File: src/ppe_pkg.sv
// ppe_pkg: shared constants, types and microcode table for the pad poll block
// depends on nothing; used by the interfaces, the axis divider and the top level
package ppe_pkg;

   localparam int BUTTON_COUNT = 16;
   localparam int FULL_SCALE   = 75;
   localparam int BUTTON_W     = 16;
   localparam int SCAN_LEN     = (BUTTON_COUNT < BUTTON_W) ? BUTTON_COUNT : BUTTON_W;
   localparam int SCAN_LAST    = SCAN_LEN - 1;
   localparam int Q_FRAC       = 14;
   localparam int Q_ONE        = 1 << Q_FRAC;
   localparam int DZ_W         = 7;
   localparam int CSR_DATA_W   = 7;

   localparam logic [DZ_W-1:0]        DEAD_ZONE_RESET = 7'd11;

   typedef logic [0:0] csr_index_type;
   localparam csr_index_type CSR_DEAD_ZONE = 1'b0;
   localparam csr_index_type CSR_EVENTS_EN = 1'b1;

   typedef enum logic [2:0] {
      OP_WAIT,
      OP_SCAN,
      OP_PREP,
      OP_DIV,
      OP_SUMMARY,
      OP_ERROR
   } op_type;

   typedef logic [2:0] step_type;
   localparam step_type STEP_WAIT  = 3'd0;
   localparam step_type STEP_ERROR = 3'd7;

   typedef struct packed {
      op_type   op;
      logic     axis_y;
      step_type target;
   } ucode_type;

   typedef struct packed {
      logic load;
      logic step;
   } div_cmd_type;

   typedef struct packed {
      logic               done;
      logic signed [15:0] axis;
   } div_stat_type;

   function automatic ucode_type ucode_rom(input step_type step);
      ucode_type uc;
      unique case (step)
         3'd0:    uc = '{op: OP_WAIT,    axis_y: 1'b0, target: STEP_ERROR};
         3'd1:    uc = '{op: OP_SCAN,    axis_y: 1'b0, target: STEP_WAIT};
         3'd2:    uc = '{op: OP_PREP,    axis_y: 1'b0, target: STEP_WAIT};
         3'd3:    uc = '{op: OP_DIV,     axis_y: 1'b0, target: STEP_WAIT};
         3'd4:    uc = '{op: OP_PREP,    axis_y: 1'b1, target: STEP_WAIT};
         3'd5:    uc = '{op: OP_DIV,     axis_y: 1'b1, target: STEP_WAIT};
         3'd6:    uc = '{op: OP_SUMMARY, axis_y: 1'b0, target: STEP_WAIT};
         default: uc = '{op: OP_ERROR,   axis_y: 1'b0, target: STEP_WAIT};
      endcase
      return uc;
   endfunction

endpackage

File: src/ppe_if.sv
// ppe request, response and csr channel interfaces (valid/ready)
// depends on ppe_pkg for field widths
interface ppe_req_if;
   logic                             valid;
   logic                             ready;
   logic [ppe_pkg::BUTTON_W-1:0]     button_word;
   logic signed [7:0]                stick_x;
   logic signed [7:0]                stick_y;
   logic [7:0]                       error_code;
   modport source (output valid, button_word, stick_x, stick_y, error_code, input ready);
   modport sink   (input valid, button_word, stick_x, stick_y, error_code, output ready);
endinterface

interface ppe_rsp_if;
   logic               valid;
   logic               ready;
   logic               kind;
   logic [3:0]         button_index;
   logic               pressed;
   logic signed [15:0] axis_x;
   logic signed [15:0] axis_y;
   logic               poll_skipped;
   logic               error_bit_three;
   logic               last;
   modport source (output valid, kind, button_index, pressed, axis_x, axis_y,
                   poll_skipped, error_bit_three, last, input ready);
   modport sink   (input valid, kind, button_index, pressed, axis_x, axis_y,
                   poll_skipped, error_bit_three, last, output ready);
endinterface

interface ppe_csr_if;
   logic                               valid;
   logic                               ready;
   ppe_pkg::csr_index_type             index;
   logic [ppe_pkg::CSR_DATA_W-1:0]     data;
   modport source (output valid, index, data, input ready);
   modport sink   (input valid, index, data, output ready);
endinterface

File: src/pad_poll_edge_and_deadzone.sv
// pad_poll_edge_and_deadzone: gamepad poll to button edge events and normalized stick axes
// depends on ppe_pkg, ppe_if and ppe_axis_div
// One poll enters per transfer on req_port and gives one to seventeen transfers on
// rsp_port. A poll with a nonzero error byte goes to the error step and gives one result.
// A valid poll runs through a microcoded program: capture, then a button scan at one
// bit per cycle when events are enabled, held while a changed bit waits on rsp_port,
// or a single step otherwise, then per axis a setup step and the bit-serial divider,
// then the summary, which waits while rsp_port holds ready low. The csr port is
// always ready and must be written only while idle.
module pad_poll_edge_and_deadzone (
   input  logic      clock,
   input  logic      reset,
   ppe_req_if.sink   req_port,
   ppe_rsp_if.source rsp_port,
   ppe_csr_if.sink   csr_port
);

   ppe_pkg::step_type   step_ff, step_in;
   ppe_pkg::ucode_type  uc;
   ppe_pkg::div_cmd_type  div_cmd;
   ppe_pkg::div_stat_type div_stat;

   logic [ppe_pkg::DZ_W-1:0]     dead_zone_ff;
   logic                         events_en_ff;
   logic [ppe_pkg::BUTTON_W-1:0] btn_ff, prev_btn_ff, diff;
   logic signed [7:0]            sx_ff, sy_ff, div_stick;
   logic                         err3_ff;
   logic [3:0]                   idx_ff, idx_in;
   logic signed [15:0]           ax_ff, ay_ff;

   logic rsp_valid_ff, rsp_kind_ff, rsp_pressed_ff, rsp_skip_ff, rsp_eb3_ff, rsp_last_ff;
   logic [3:0]         rsp_idx_ff;
   logic signed [15:0] rsp_ax_ff, rsp_ay_ff;

   logic req_accept, out_free, hit, scan_move;
   logic emit_event, emit_summary, emit_error, div_finish;

   assign uc   = ppe_pkg::ucode_rom(step_ff);
   assign diff = btn_ff ^ prev_btn_ff;

   // step sequencer: next step
   always_comb begin
      step_in = step_ff;
      idx_in  = idx_ff;
      unique case (uc.op) inside
         ppe_pkg::OP_WAIT: begin
            idx_in = '0;
            if (req_accept) begin
               step_in = (req_port.error_code != 8'd0) ? uc.target : step_ff + 3'd1;
            end
         end
         ppe_pkg::OP_SCAN: begin
            if (!events_en_ff) begin
               step_in = step_ff + 3'd1;
            end else if (scan_move) begin
               idx_in = idx_ff + 4'd1;
               if (idx_ff == 4'(ppe_pkg::SCAN_LAST)) begin
                  step_in = step_ff + 3'd1;
               end
            end
         end
         ppe_pkg::OP_PREP: begin
            step_in = step_ff + 3'd1;
         end
         ppe_pkg::OP_DIV: begin
            if (div_stat.done) begin
               step_in = step_ff + 3'd1;
            end
         end
         ppe_pkg::OP_SUMMARY, ppe_pkg::OP_ERROR: begin
            if (out_free) begin
               step_in = uc.target;
            end
         end
         default: begin
            step_in = ppe_pkg::STEP_WAIT;
         end
      endcase
   end

   // step sequencer: datapath controls
   always_comb begin
      req_port.ready = (uc.op == ppe_pkg::OP_WAIT);
      csr_port.ready = 1'b1;
      req_accept     = req_port.valid && req_port.ready;
      out_free       = !rsp_valid_ff || rsp_port.ready;
      hit            = events_en_ff && diff[idx_ff];
      scan_move      = !hit || out_free;
      emit_event     = (uc.op == ppe_pkg::OP_SCAN) && hit && out_free;
      emit_summary   = (uc.op == ppe_pkg::OP_SUMMARY) && out_free;
      emit_error     = (uc.op == ppe_pkg::OP_ERROR) && out_free;
      div_cmd.load   = (uc.op == ppe_pkg::OP_PREP);
      div_cmd.step   = (uc.op == ppe_pkg::OP_DIV) && !div_stat.done;
      div_finish     = (uc.op == ppe_pkg::OP_DIV) && div_stat.done;
      div_stick      = uc.axis_y ? sy_ff : sx_ff;
   end

   ppe_axis_div u_div (
      .clock     (clock),
      .reset     (reset),
      .cmd       (div_cmd),
      .stick     (div_stick),
      .dead_zone (dead_zone_ff),
      .stat      (div_stat)
   );

   always_ff @(posedge clock) begin
      if (reset) begin
         step_ff      <= ppe_pkg::STEP_WAIT;
         idx_ff       <= '0;
         dead_zone_ff <= ppe_pkg::DEAD_ZONE_RESET;
         events_en_ff <= 1'b0;
         prev_btn_ff  <= '0;
         ax_ff        <= '0;
         ay_ff        <= '0;
         rsp_valid_ff <= 1'b0;
      end else begin
         step_ff <= step_in;
         idx_ff  <= idx_in;
         if (csr_port.valid && csr_port.ready) begin
            unique case (csr_port.index)
               ppe_pkg::CSR_DEAD_ZONE: dead_zone_ff <= csr_port.data[ppe_pkg::DZ_W-1:0];
               ppe_pkg::CSR_EVENTS_EN: events_en_ff <= csr_port.data[0];
               default: ;
            endcase
         end
         if (emit_summary) begin
            prev_btn_ff <= btn_ff;
         end
         if (div_finish && !uc.axis_y) begin
            ax_ff <= div_stat.axis;
         end
         if (div_finish && uc.axis_y) begin
            ay_ff <= div_stat.axis;
         end
         if (emit_event || emit_summary || emit_error) begin
            rsp_valid_ff <= 1'b1;
         end else if (rsp_port.ready) begin
            rsp_valid_ff <= 1'b0;
         end
      end
   end

   // poll capture and result payload
   always_ff @(posedge clock) begin
      if (req_accept) begin
         btn_ff  <= req_port.button_word;
         sx_ff   <= req_port.stick_x;
         sy_ff   <= 8'(8'd0 - req_port.stick_y);
         err3_ff <= req_port.error_code[3];
      end
      if (emit_event) begin
         rsp_kind_ff    <= 1'b0;
         rsp_idx_ff     <= idx_ff;
         rsp_pressed_ff <= btn_ff[idx_ff];
         rsp_ax_ff      <= '0;
         rsp_ay_ff      <= '0;
         rsp_skip_ff    <= 1'b0;
         rsp_eb3_ff     <= 1'b0;
         rsp_last_ff    <= 1'b0;
      end else if (emit_summary) begin
         rsp_kind_ff    <= 1'b1;
         rsp_idx_ff     <= '0;
         rsp_pressed_ff <= 1'b0;
         rsp_ax_ff      <= ax_ff;
         rsp_ay_ff      <= ay_ff;
         rsp_skip_ff    <= 1'b0;
         rsp_eb3_ff     <= 1'b0;
         rsp_last_ff    <= 1'b1;
      end else if (emit_error) begin
         rsp_kind_ff    <= 1'b1;
         rsp_idx_ff     <= '0;
         rsp_pressed_ff <= 1'b0;
         rsp_ax_ff      <= '0;
         rsp_ay_ff      <= '0;
         rsp_skip_ff    <= 1'b1;
         rsp_eb3_ff     <= err3_ff;
         rsp_last_ff    <= 1'b1;
      end
   end

   assign rsp_port.valid           = rsp_valid_ff;
   assign rsp_port.kind            = rsp_kind_ff;
   assign rsp_port.button_index    = rsp_idx_ff;
   assign rsp_port.pressed         = rsp_pressed_ff;
   assign rsp_port.axis_x          = rsp_ax_ff;
   assign rsp_port.axis_y          = rsp_ay_ff;
   assign rsp_port.poll_skipped    = rsp_skip_ff;
   assign rsp_port.error_bit_three = rsp_eb3_ff;
   assign rsp_port.last            = rsp_last_ff;

   // an errored poll goes straight to the error step
   a_err_path: assert property (@(posedge clock) disable iff (reset)
      req_accept && (req_port.error_code != 8'd0) |=> step_ff == ppe_pkg::STEP_ERROR)
      else $error("errored poll did not take the error step");

   // events never close a poll, skipped polls always do
   a_last_kind: assert property (@(posedge clock) disable iff (reset)
      rsp_valid_ff && (!rsp_kind_ff || rsp_skip_ff) |-> (rsp_last_ff == rsp_kind_ff))
      else $error("last flag inconsistent with result kind");

   // summary axes stay within plus or minus one
   a_axis_range: assert property (@(posedge clock) disable iff (reset)
      rsp_valid_ff && rsp_kind_ff |->
         rsp_ax_ff <= 16'sd16384 && rsp_ax_ff >= -16'sd16384 &&
         rsp_ay_ff <= 16'sd16384 && rsp_ay_ff >= -16'sd16384)
      else $error("axis out of range");

   // button history only moves when a summary transfer is loaded
   a_prev_update: assert property (@(posedge clock) disable iff (reset)
      !$stable(prev_btn_ff) |-> $past(emit_summary))
      else $error("button history changed outside summary");

endmodule

File: src/ppe_axis_div.sv
// ppe_axis_div: dead zone removal and restoring q2.14 divide, one quotient bit a cycle
// depends on ppe_pkg
module ppe_axis_div (
   input  logic                       clock,
   input  logic                       reset,
   input  ppe_pkg::div_cmd_type       cmd,
   input  logic signed [7:0]          stick,
   input  logic [ppe_pkg::DZ_W-1:0]   dead_zone,
   output ppe_pkg::div_stat_type      stat
);

   logic signed [8:0] s9, dz9, v, d9;
   logic [8:0]        mag;
   logic [6:0]        div_val;
   logic              sat;

   logic [6:0]  rem_ff, rem_in;
   logic [13:0] quo_ff, quo_in;
   logic [3:0]  cnt_ff, cnt_in;
   logic [6:0]  div_ff, div_in;
   logic        neg_ff, neg_in;
   logic        sat_ff, sat_in;

   logic [7:0]  r2;
   logic        ge;
   logic [14:0] mag_q;
   logic [7:0]  r2_sub;

   always_comb begin
      s9  = 9'(stick);
      dz9 = 9'({2'b00, dead_zone});
      if (s9 > dz9) begin
         v = s9 - dz9;
      end else if (s9 < -dz9) begin
         v = s9 + dz9;
      end else begin
         v = '0;
      end
      mag     = v[8] ? 9'(-v) : 9'(v);
      d9      = 9'(ppe_pkg::FULL_SCALE) - dz9;
      div_val = (d9 < 9'sd1) ? 7'd1 : d9[6:0];
      sat     = mag >= {2'b00, div_val};
   end

   always_comb begin
      r2     = {rem_ff, 1'b0};
      ge     = r2 >= {1'b0, div_ff};
      r2_sub = r2 - {1'b0, div_ff};
      rem_in = rem_ff;
      quo_in = quo_ff;
      cnt_in = cnt_ff;
      div_in = div_ff;
      neg_in = neg_ff;
      sat_in = sat_ff;
      if (cmd.load) begin
         rem_in = mag[6:0];
         quo_in = '0;
         cnt_in = '0;
         div_in = div_val;
         neg_in = v[8];
         sat_in = sat;
      end else if (cmd.step) begin
         rem_in = ge ? r2_sub[6:0] : r2[6:0];
         quo_in = {quo_ff[12:0], ge};
         cnt_in = cnt_ff + 4'd1;
      end
   end

   always_ff @(posedge clock) begin
      if (reset) begin
         cnt_ff <= '0;
      end else begin
         cnt_ff <= cnt_in;
      end
      rem_ff <= rem_in;
      quo_ff <= quo_in;
      div_ff <= div_in;
      neg_ff <= neg_in;
      sat_ff <= sat_in;
   end

   always_comb begin
      mag_q     = sat_ff ? 15'(ppe_pkg::Q_ONE) : {1'b0, quo_ff};
      stat.done = sat_ff || (cnt_ff == 4'(ppe_pkg::Q_FRAC));
      stat.axis = neg_ff ? 16'(-{1'b0, mag_q}) : {1'b0, mag_q};
   end

endmodule

File: src/flat_wrapper.sv
// flat-port wrapper written by rule: the top's interface ports become plain ports
module pad_poll_edge_and_deadzone_flat 
  (clock, reset, req_port_valid, req_port_button_word, req_port_stick_x, req_port_stick_y, req_port_error_code, req_port_ready, rsp_port_valid, rsp_port_kind, rsp_port_button_index, rsp_port_pressed, rsp_port_axis_x, rsp_port_axis_y, rsp_port_poll_skipped, rsp_port_error_bit_three, rsp_port_last, rsp_port_ready, csr_port_valid, csr_port_index, csr_port_data, csr_port_ready);
  ppe_req_if req_port_i ();
  ppe_rsp_if rsp_port_i ();
  ppe_csr_if csr_port_i ();
  input  logic clock;
  input  logic reset;
  input wire logic [$bits(req_port_i.valid)-1:0] req_port_valid;
  input wire logic [$bits(req_port_i.button_word)-1:0] req_port_button_word;
  input wire logic [$bits(req_port_i.stick_x)-1:0] req_port_stick_x;
  input wire logic [$bits(req_port_i.stick_y)-1:0] req_port_stick_y;
  input wire logic [$bits(req_port_i.error_code)-1:0] req_port_error_code;
  output wire logic [$bits(req_port_i.ready)-1:0] req_port_ready;
  output wire logic [$bits(rsp_port_i.valid)-1:0] rsp_port_valid;
  output wire logic [$bits(rsp_port_i.kind)-1:0] rsp_port_kind;
  output wire logic [$bits(rsp_port_i.button_index)-1:0] rsp_port_button_index;
  output wire logic [$bits(rsp_port_i.pressed)-1:0] rsp_port_pressed;
  output wire logic [$bits(rsp_port_i.axis_x)-1:0] rsp_port_axis_x;
  output wire logic [$bits(rsp_port_i.axis_y)-1:0] rsp_port_axis_y;
  output wire logic [$bits(rsp_port_i.poll_skipped)-1:0] rsp_port_poll_skipped;
  output wire logic [$bits(rsp_port_i.error_bit_three)-1:0] rsp_port_error_bit_three;
  output wire logic [$bits(rsp_port_i.last)-1:0] rsp_port_last;
  input wire logic [$bits(rsp_port_i.ready)-1:0] rsp_port_ready;
  input wire logic [$bits(csr_port_i.valid)-1:0] csr_port_valid;
  input wire logic [$bits(csr_port_i.index)-1:0] csr_port_index;
  input wire logic [$bits(csr_port_i.data)-1:0] csr_port_data;
  output wire logic [$bits(csr_port_i.ready)-1:0] csr_port_ready;
  assign req_port_i.valid = req_port_valid;
  assign req_port_i.button_word = req_port_button_word;
  assign req_port_i.stick_x = req_port_stick_x;
  assign req_port_i.stick_y = req_port_stick_y;
  assign req_port_i.error_code = req_port_error_code;
  assign req_port_ready = req_port_i.ready;
  assign rsp_port_valid = rsp_port_i.valid;
  assign rsp_port_kind = rsp_port_i.kind;
  assign rsp_port_button_index = rsp_port_i.button_index;
  assign rsp_port_pressed = rsp_port_i.pressed;
  assign rsp_port_axis_x = rsp_port_i.axis_x;
  assign rsp_port_axis_y = rsp_port_i.axis_y;
  assign rsp_port_poll_skipped = rsp_port_i.poll_skipped;
  assign rsp_port_error_bit_three = rsp_port_i.error_bit_three;
  assign rsp_port_last = rsp_port_i.last;
  assign rsp_port_i.ready = rsp_port_ready;
  assign csr_port_i.valid = csr_port_valid;
  assign csr_port_i.index = csr_port_index;
  assign csr_port_i.data = csr_port_data;
  assign csr_port_ready = csr_port_i.ready;
  pad_poll_edge_and_deadzone u_core (.clock(clock), .reset(reset), .req_port(req_port_i), .rsp_port(rsp_port_i), .csr_port(csr_port_i));
endmodule
File: config.mk
export PLATFORM = sky130hd
export DESIGN_NAME = pad_poll_edge_and_deadzone_flat
export DESIGN_NICKNAME = d
export VERILOG_FILES = /design/src/ppe_pkg.sv /design/src/ppe_if.sv /design/src/pad_poll_edge_and_deadzone.sv /design/src/ppe_axis_div.sv /design/src/flat_wrapper.sv
export SDC_FILE = /design/constraint.sdc
export NUM_CORES = 1
export LEC_CHECK = 0
export ABC_AREA = 1
export BUFFER_PORTS_ARGS = -buffer_cell sky130_fd_sc_hd__buf_4
export CAP_MARGIN = 0
export CORE_ASPECT_RATIO = 1.75
export CORE_MARGIN = 1.5
export CORE_UTILIZATION = 54
export DETAILED_ROUTE_END_ITERATION = 10
export PLACE_DENSITY = 0.83
export SYNTH_ARGS = -nofsm -noshare
export SYNTH_HDL_FRONTEND = slang
export SYNTH_SLANG_ARGS = --single-unit
File: constraint.sdc
create_clock -name clock -period 4.7 [get_ports clock]
set_clock_uncertainty 0.2 [all_clocks]
set_input_delay 0.705 -clock clock [delete_from_list [all_inputs] [get_ports clock]]
set_output_delay 0.705 -clock clock [all_outputs]
set_load 0.05 [all_outputs]
======== Word-level counts from Yosys, hierarchy flattened ========
Index checks and enable logic that the tools add are counted.
storage, ports and cells
  flip-flop bits (word level) ............. 171
  input port bits ......................... 53
  output and inout port bits .............. 44
  word-level logic and storage cells ...... 137
cells by class
  add/subtract/negate cells ............... 11
  $lt $le $gt $ge ......................... 6
  equal/unequal tests ..................... 20
  mux-type cells .......................... 39
  bitwise operators ....................... 2
  reductions and logical operators ........ 34
operator list
  cell                                                              count
  16-bit two-way mux                                                4
  7-bit one-hot mux with 7 select lines                             1
  7-bit two-way mux                                                 4
  9-bit two-way mux                                                 3
  3-bit two-way mux                                                 7
  4-bit two-way mux                                                 5
  15-bit negator with 16-bit output                                 1
  16-bit XOR                                                        1
  3-bit == test (second input constant)                             5
  15-bit two-way mux                                                1
  3-bit one-hot mux with 5 select lines                             1
  3-bit by 2-bit == test with 1-bit output (second input constant)  4
  1-bit logical AND                                                 10
  2-bit by 1-bit != test with 1-bit output (second input constant)  5
  8-bit by 8-bit adder with 9-bit output                            1
  9-bit by 7-bit greater-or-equal comparator with 1-bit output      1
  8-bit by 9-bit less-than comparator with 1-bit output             1
  1-bit two-way mux                                                 9
  7-bit negator with 9-bit output                                   1
  9-bit negator                                                     1
  8-bit by 8-bit subtractor with 9-bit output                       1
  4-bit by 1-bit adder with 4-bit output (second input constant)    2
  1-bit binary-select mux with 4-bit select                         2
  4-bit == test (second input constant)                             2
  other kinds (23)                                                  39

======== Longest topological paths before layout ========
  depth after elaboration ................. 9
  depth in mapped cells ................... 39
  mapped depth without buffers ............ 38

======== By module ========
A second synthesis with hierarchy kept.
second synthesis, totals
  cell total of the unflattened synthesis .. 1214
  area, all modules ....................... 9556.7 um^2
by module, submodules not included
  module                      times used  cells each  area each (um^2)  seq. area each (um^2)
  pad_poll_edge_and_deadzone  1           705         5906.9            3123.0
  ppe_axis_div                1           509         3649.8            840.8

======== Worst setup path before layout ========
Ideal clock, no wire load.
  path kind ............................... reg2reg
  start point ............................. register u_core.step_ff[0]
  end point ............................... register u_core.u_div.sat_ff, data pin
  setup time .............................. 0.253 ns
  arrival time ............................ 4.413 ns
  data required time ...................... 4.247 ns
  path slack .............................. -0.166 ns
  stages on the path, launching flop included .. 33
  buffers on the path ..................... 1
  period minus slack after synthesis ...... 4.866 ns
  path through ............................ dfxtp_1 inv_1 ha_1 o21ai_0 nand3_2 nand2_4 buf_2 inv_1 nand2_1 nand2_1 ha_1 inv_1 nor3_1 nand2_1 nand3_1 nand2_1 nand2_1 nand3_4 or2_2 nand2_1 inv_1 ha_1 nand2_1 o21ai_1 ha_1 a21boi_0 o21a_1 o21a_1 o21a_1 nor2_1 o21ai_0 nor2_1 nand2_1
on the way
  word-level cells in the longest chain between the ends .. 9
  elaborated cells on any way between the ends .. 18
  those cells by class .................... add/sub: 3; order compare: 3; eq/ne: 6; mux: 5; reduce/logical: 1
ends and longest elaborated chain
  element                                                                                                          line                                    source
  start: declaration                                                                                               pad_poll_edge_and_deadzone.sv:18        ppe_pkg::step_type step_ff, step_in;
  start signal: assignment                                                                                         pad_poll_edge_and_deadzone.sv:109       step_ff <= ppe_pkg::STEP_WAIT;
  start signal: assignment                                                                                         pad_poll_edge_and_deadzone.sv:118       step_ff <= step_in;
  3-bit == test, or another cell as far along                                                                      ppe_pkg.sv:52                           unique case (step)
  7-bit one-hot mux with 7 select lines *                                                                          ppe_pkg.sv:52
  8-bit two-way mux *                                                                                              pad_poll_edge_and_deadzone.sv:95        div_stick = uc.axis_y ? sy_ff : sx_ff;
  8-bit by 8-bit adder with 9-bit output or 8-bit by 9-bit less-than comparator with 1-bit output (tied branches)  ppe_axis_div.sv:35, ppe_axis_div.sv:34
  9-bit two-way mux                                                                                                ppe_axis_div.sv:34                      end else if (s9 < -dz9) begin
  9-bit two-way mux *                                                                                              ppe_axis_div.sv:32                      if (s9 > dz9) begin
  9-bit negator                                                                                                    ppe_axis_div.sv:39                      mag = v[8] ? 9'(-v) : 9'(v);
  9-bit two-way mux *                                                                                              ppe_axis_div.sv:39
  9-bit by 7-bit greater-or-equal comparator with 1-bit output *                                                   ppe_axis_div.sv:42                      sat = mag >= {2'b00, div_val};
  via u_core.u_div.sat                                                                                             ppe_axis_div.sv:15                      logic sat;
  end signal: assignment                                                                                           ppe_axis_div.sv:79                      sat_ff <= sat_in;
  end: declaration                                                                                                 ppe_axis_div.sv:22                      logic sat_ff, sat_in;
The timed path passes the listed nets; every way through them passes the cells marked *.
A chain may end at the register's enable or synchronous reset.

======== Worst setup path after layout ========
Same ends and word-level chain as after synthesis.

==> results.toml <==
[final_layout]
final_cell_count_no_fill = 1503
drive_above_1_share = 0.241
layout.filler_cells = 1326
number_of_diodes = 0
area_delta_synth_final_pct = 23.4
final_cell_area_mm2 = 0.0114
multiInputGateArea_mm2 = 0.00461
final_core_utilization = 0.677
fin_nets = 1372
area.sequential_mm2 = 0.00397

[detailed_routing]
route.final.wire_length_um = 23200
wl_met2_um = 12300
post_drt_wl_per_cell_um = 15.4
detail_route.iter0.violations = 524
topRoutingLayerUsed = "met4"
viasPerCell = 5.34
route.vias.total = 8021
post-route-drc-count = 0
met1_length_um = 8780
antenna_violating_nets_post_route = 0
wl_met3_um = 789
drt_first_pass_iters = 5

[setup_path]
timing.critical_path.slowest_stage_cell = "dfxtp_4"
setup.worst_path.start_class = "flop"
worst_setup_path_end_kind = "flop"
critPathArrivalTime_ns = 4.69
cp.required_ns = 4.70
crit_path_max_incr_delay_ns = 0.36
critical_path_peak_fanout = 7
path_class = "reg2reg"

[run_status]
outcome = "finished, final reports clean"

[global_route]
grt_use_total = 0.270
overflow = 0
grt_pass1_vias = 8115
grt_max_degree = 39
antenna_found_initial = 0
grt_pass1_wl_um = 37700

[cts]
clock-sinks = 171
clockRootBuffer = "clkbuf_16"
clockBufferDepth = 2
cts-htree-levels = 4
clk_latency_ns = 0.43
tritoncts = "yes"
clk_transition_reported_paths_ns = 0.07
cts_inserted_buffers = 17

[power]
seq_power_share = 0.262
power.leakage_nw = 5.28
total_switching_power_mw = 4.04
worst_ir_drop_vdd_mv = 0.407
power.switching_fraction = 0.462
power.clock.fraction = 0.162
fin_total_pwr_mw = 8.75
p_per_area_mw_per_mm2 = 770
int_power_mw = 4.71
comb_power_share = 0.576

[timing]
final_slew_violations = 0
period_share = 0.999
timing.final.setup_violations = 0
relSlewSlack = 0.329
finalCriticalPeriod_ns = 4.69
timing_worst_slew_pin_value_ns = 1.00
worst_hold_slack_ns = 0.245
report.final.hold_viol_count = 0
timing.fmax_mhz = 213
rsz0062_at_grt = "yes"

[synthesis]
syn-num-nets = 1227
avgSynthCellArea_um2 = 8.24
synth-seq-area-share = 0.430
yosysWarnings = 0
synth.cell_area_mm2 = 0.00921
syn-instance-count = 1118
yosys_register_bits = 171
synth_cell_types = 57

[placed_design]
post_dp_cell_area_mm2 = 0.0105
gp_congestion = 0.982
port_buffers = 95
hpwl_dp_um = 17300
placed_cells_incl_taps = 1462

[die]
placementRows = 63
floorplan.initialDensity = 0.549
die_w_um = 102
die_footprint_mm2 = 0.0179
boundaryPins = 97
fp.coreArea_mm2 = 0.0168
die_h_um = 176

[worst_hold_path]
min_path_type = "in2reg"

[job]
drv.max_cap_violation_count = 0
[power groups by stage]
stage | clock network, mW | logic (mW) | registers, mW
2_1_floorplan | 0 | 3.27 | 2.39
3_3_place_gp | 0 | 4.56 | 2.30
3_5_place_dp | 0 | 4.64 | 2.30
4_1_cts | 1.44 | 4.82 | 2.29
5_1_grt | 1.49 | 5.60 | 2.33
6_report | 1.42 | 5.04 | 2.29
[per-layer routing]
| metal | track usage | up-vias |
|---|---|---|
| li1 | - | 3970 |
| met1 | 0.282 | 3728 |
| met2 | 0.490 | 224 |
| met3 | 0.0458 | 99 |
| met4 | 0.166 | 0 |
| met5 | 0 | - |
[worst max-delay path: cells and delay by family (launching register included)]
kind / cells / cell delay, ns
flops: 1 / 0.36
compound gates: 10 / 1.38
fa+ha+maj: 4 / 0.88
buf+inv: 5 / 0.65
simple gates: 11 / 1.00
[cell usage after synthesis, drive strengths merged]
cell | n | area share
nand2 | 195 | 0.086
inv | 181 | 0.074
dfxtp | 117 | 0.25
nor2 | 112 | 0.049
o21ai | 88 | 0.049
a21oi | 75 | 0.041
edfxtp | 54 | 0.18
ha | 53 | 0.072
nand3 | 44 | 0.028
a22oi | 34 | 0.037
xor2 | 29 | 0.028
buf | 16 | 0.014
clkbuf | 16 | 0.0065
o22ai | 13 | 0.0088
o211ai | 12 | 0.0098
xnor2 | 12 | 0.011
nand4 | 11 | 0.0082
nor3 | 10 | 0.0060
clkinv | 5 | 0.0020
nor3b | 4 | 0.0038
o2111ai | 4 | 0.0038
o21a | 4 | 0.0033
or2 | 4 | 0.0027
a31oi | 3 | 0.0020
fa | 3 | 0.0065
a211oi | 2 | 0.0016
and2 | 2 | 0.0016
nand3b | 2 | 0.0016
nor4 | 2 | 0.0014
o21bai | 2 | 0.0016
o221ai | 2 | 0.0019
or4 | 2 | 0.0016
a21boi | 1 | 0.00082
a21o | 1 | 0.00082
a311oi | 1 | 0.00095
conb | 1 | 0.00041
mux2i | 1 | 0.0011
[layout by cell type (no fill, tap or decap), types with 3 or more instances in the layout]
| cell | n |
|---|---|
| nand2_1 | 166 |
| inv_1 | 163 |
| buf_4 | 155 |
| dfxtp_1 | 114 |
| nor2_1 | 102 |
| o21ai_0 | 76 |
| a21oi_1 | 73 |
| edfxtp_1 | 54 |
| ha_1 | 42 |
| nand3_1 | 35 |
| xor2_1 | 28 |
| nand2_2 | 24 |
| a22oi_2 | 18 |
| clkbuf_16 | 18 |
| a22oi_1 | 16 |
| inv_2 | 15 |
| o22ai_1 | 13 |
| xnor2_1 | 12 |
| o211ai_1 | 12 |
| nand4_1 | 10 |
| ha_4 | 8 |
| nor3_1 | 7 |
| nand3_2 | 6 |
| clkinv_1 | 6 |
| o21ai_1 | 6 |
| nor2_2 | 6 |
| inv_6 | 6 |
| nor2_4 | 4 |
| nand2_4 | 4 |
| or2_2 | 4 |
| o21ai_2 | 4 |
| o21a_1 | 4 |
| o2111ai_1 | 4 |
| nor3_2 | 3 |
| nand3_4 | 3 |
| inv_4 | 3 |
| a31oi_1 | 3 |
| nor3b_1 | 3 |
| ha_2 | 3 |
| buf_6 | 3 |
[worst paths after layout]
| kind | from | slack [ns] | cells past startpoint | to |
|---|---|---|---|---|
| hold / removal | req_port_stick_x[5] | 0.24 | 1 | u_core.sx_ff[5] |
| setup reg to reg | u_core.step_ff[0] | 0.007 | 30 | u_core.u_div.sat_ff |
| setup / recovery | u_core.step_ff[0] | 0.007 | 30 | u_core.u_div.sat_ff |
| hold reg to reg | u_core.rsp_port.axis_y[3] | 0.27 | 2 | u_core.rsp_port.axis_y[3] |
[flip-flops by register name, summed over array words and instances, names as in the netlist, 8 cells and up]
| signal | cells |
|---|---|
| u_core.ay_ff | 16 |
| u_core.ax_ff | 16 |
| u_core.prev_btn_ff | 16 |
| u_core.u_div.quo_ff | 14 |
| u_core.rsp_port.axis_x | 16 |
| u_core.sx_ff | 8 |
| u_core.btn_ff | 16 |
| u_core.rsp_port.axis_y | 16 |
| u_core.sy_ff | 8 |
[cells by family after synthesis]
family / after synthesis / share of synthesized area
AO/OA/AOI/OAI: 242 / 0.163
XOR/XNOR: 41 / 0.0398
adder cells (fa/ha/maj): 56 / 0.0785
buffers and inverters: 218 / 0.0966
flip-flops: 171 / 0.430
multiplexers: 1 / 0.00109
other: 1 / 0.000407
AND/OR/NAND/NOR: 388 / 0.190
[final cells by class]
cell class / count / share of cell area
Multi-Input combinational cell: 729 / 0.405
Clock buffer: 18 / 0.0396
Tap cell: 227 / 0.0250
Sequential cell: 171 / 0.349
Clock inverter: 14 / 0.0132
Timing Repair Buffer: 158 / 0.105
Inverter: 186 / 0.0621
[metrics by stage]
step                worst slack (ns)  TNS, ns
finish                       0.00660        0
CTS                          0.00621        0
global route                  -0.232   -0.232
floorplan                    0.00682        0
global placement             -0.0473  -0.0473
detailed placement            -0.205   -0.205
[repair_timing]
| action | in CTS | in global routing |
|---|---|---|
| pin swaps | 16 | 17 |
| setup endpoints to repair | 1 | 1 |
| resized for setup | 28 | 31 |
| hold buffers | 0 | 0 |
| buffers inserted | 6 | 3 |
(Power assumes the default switching activity.)
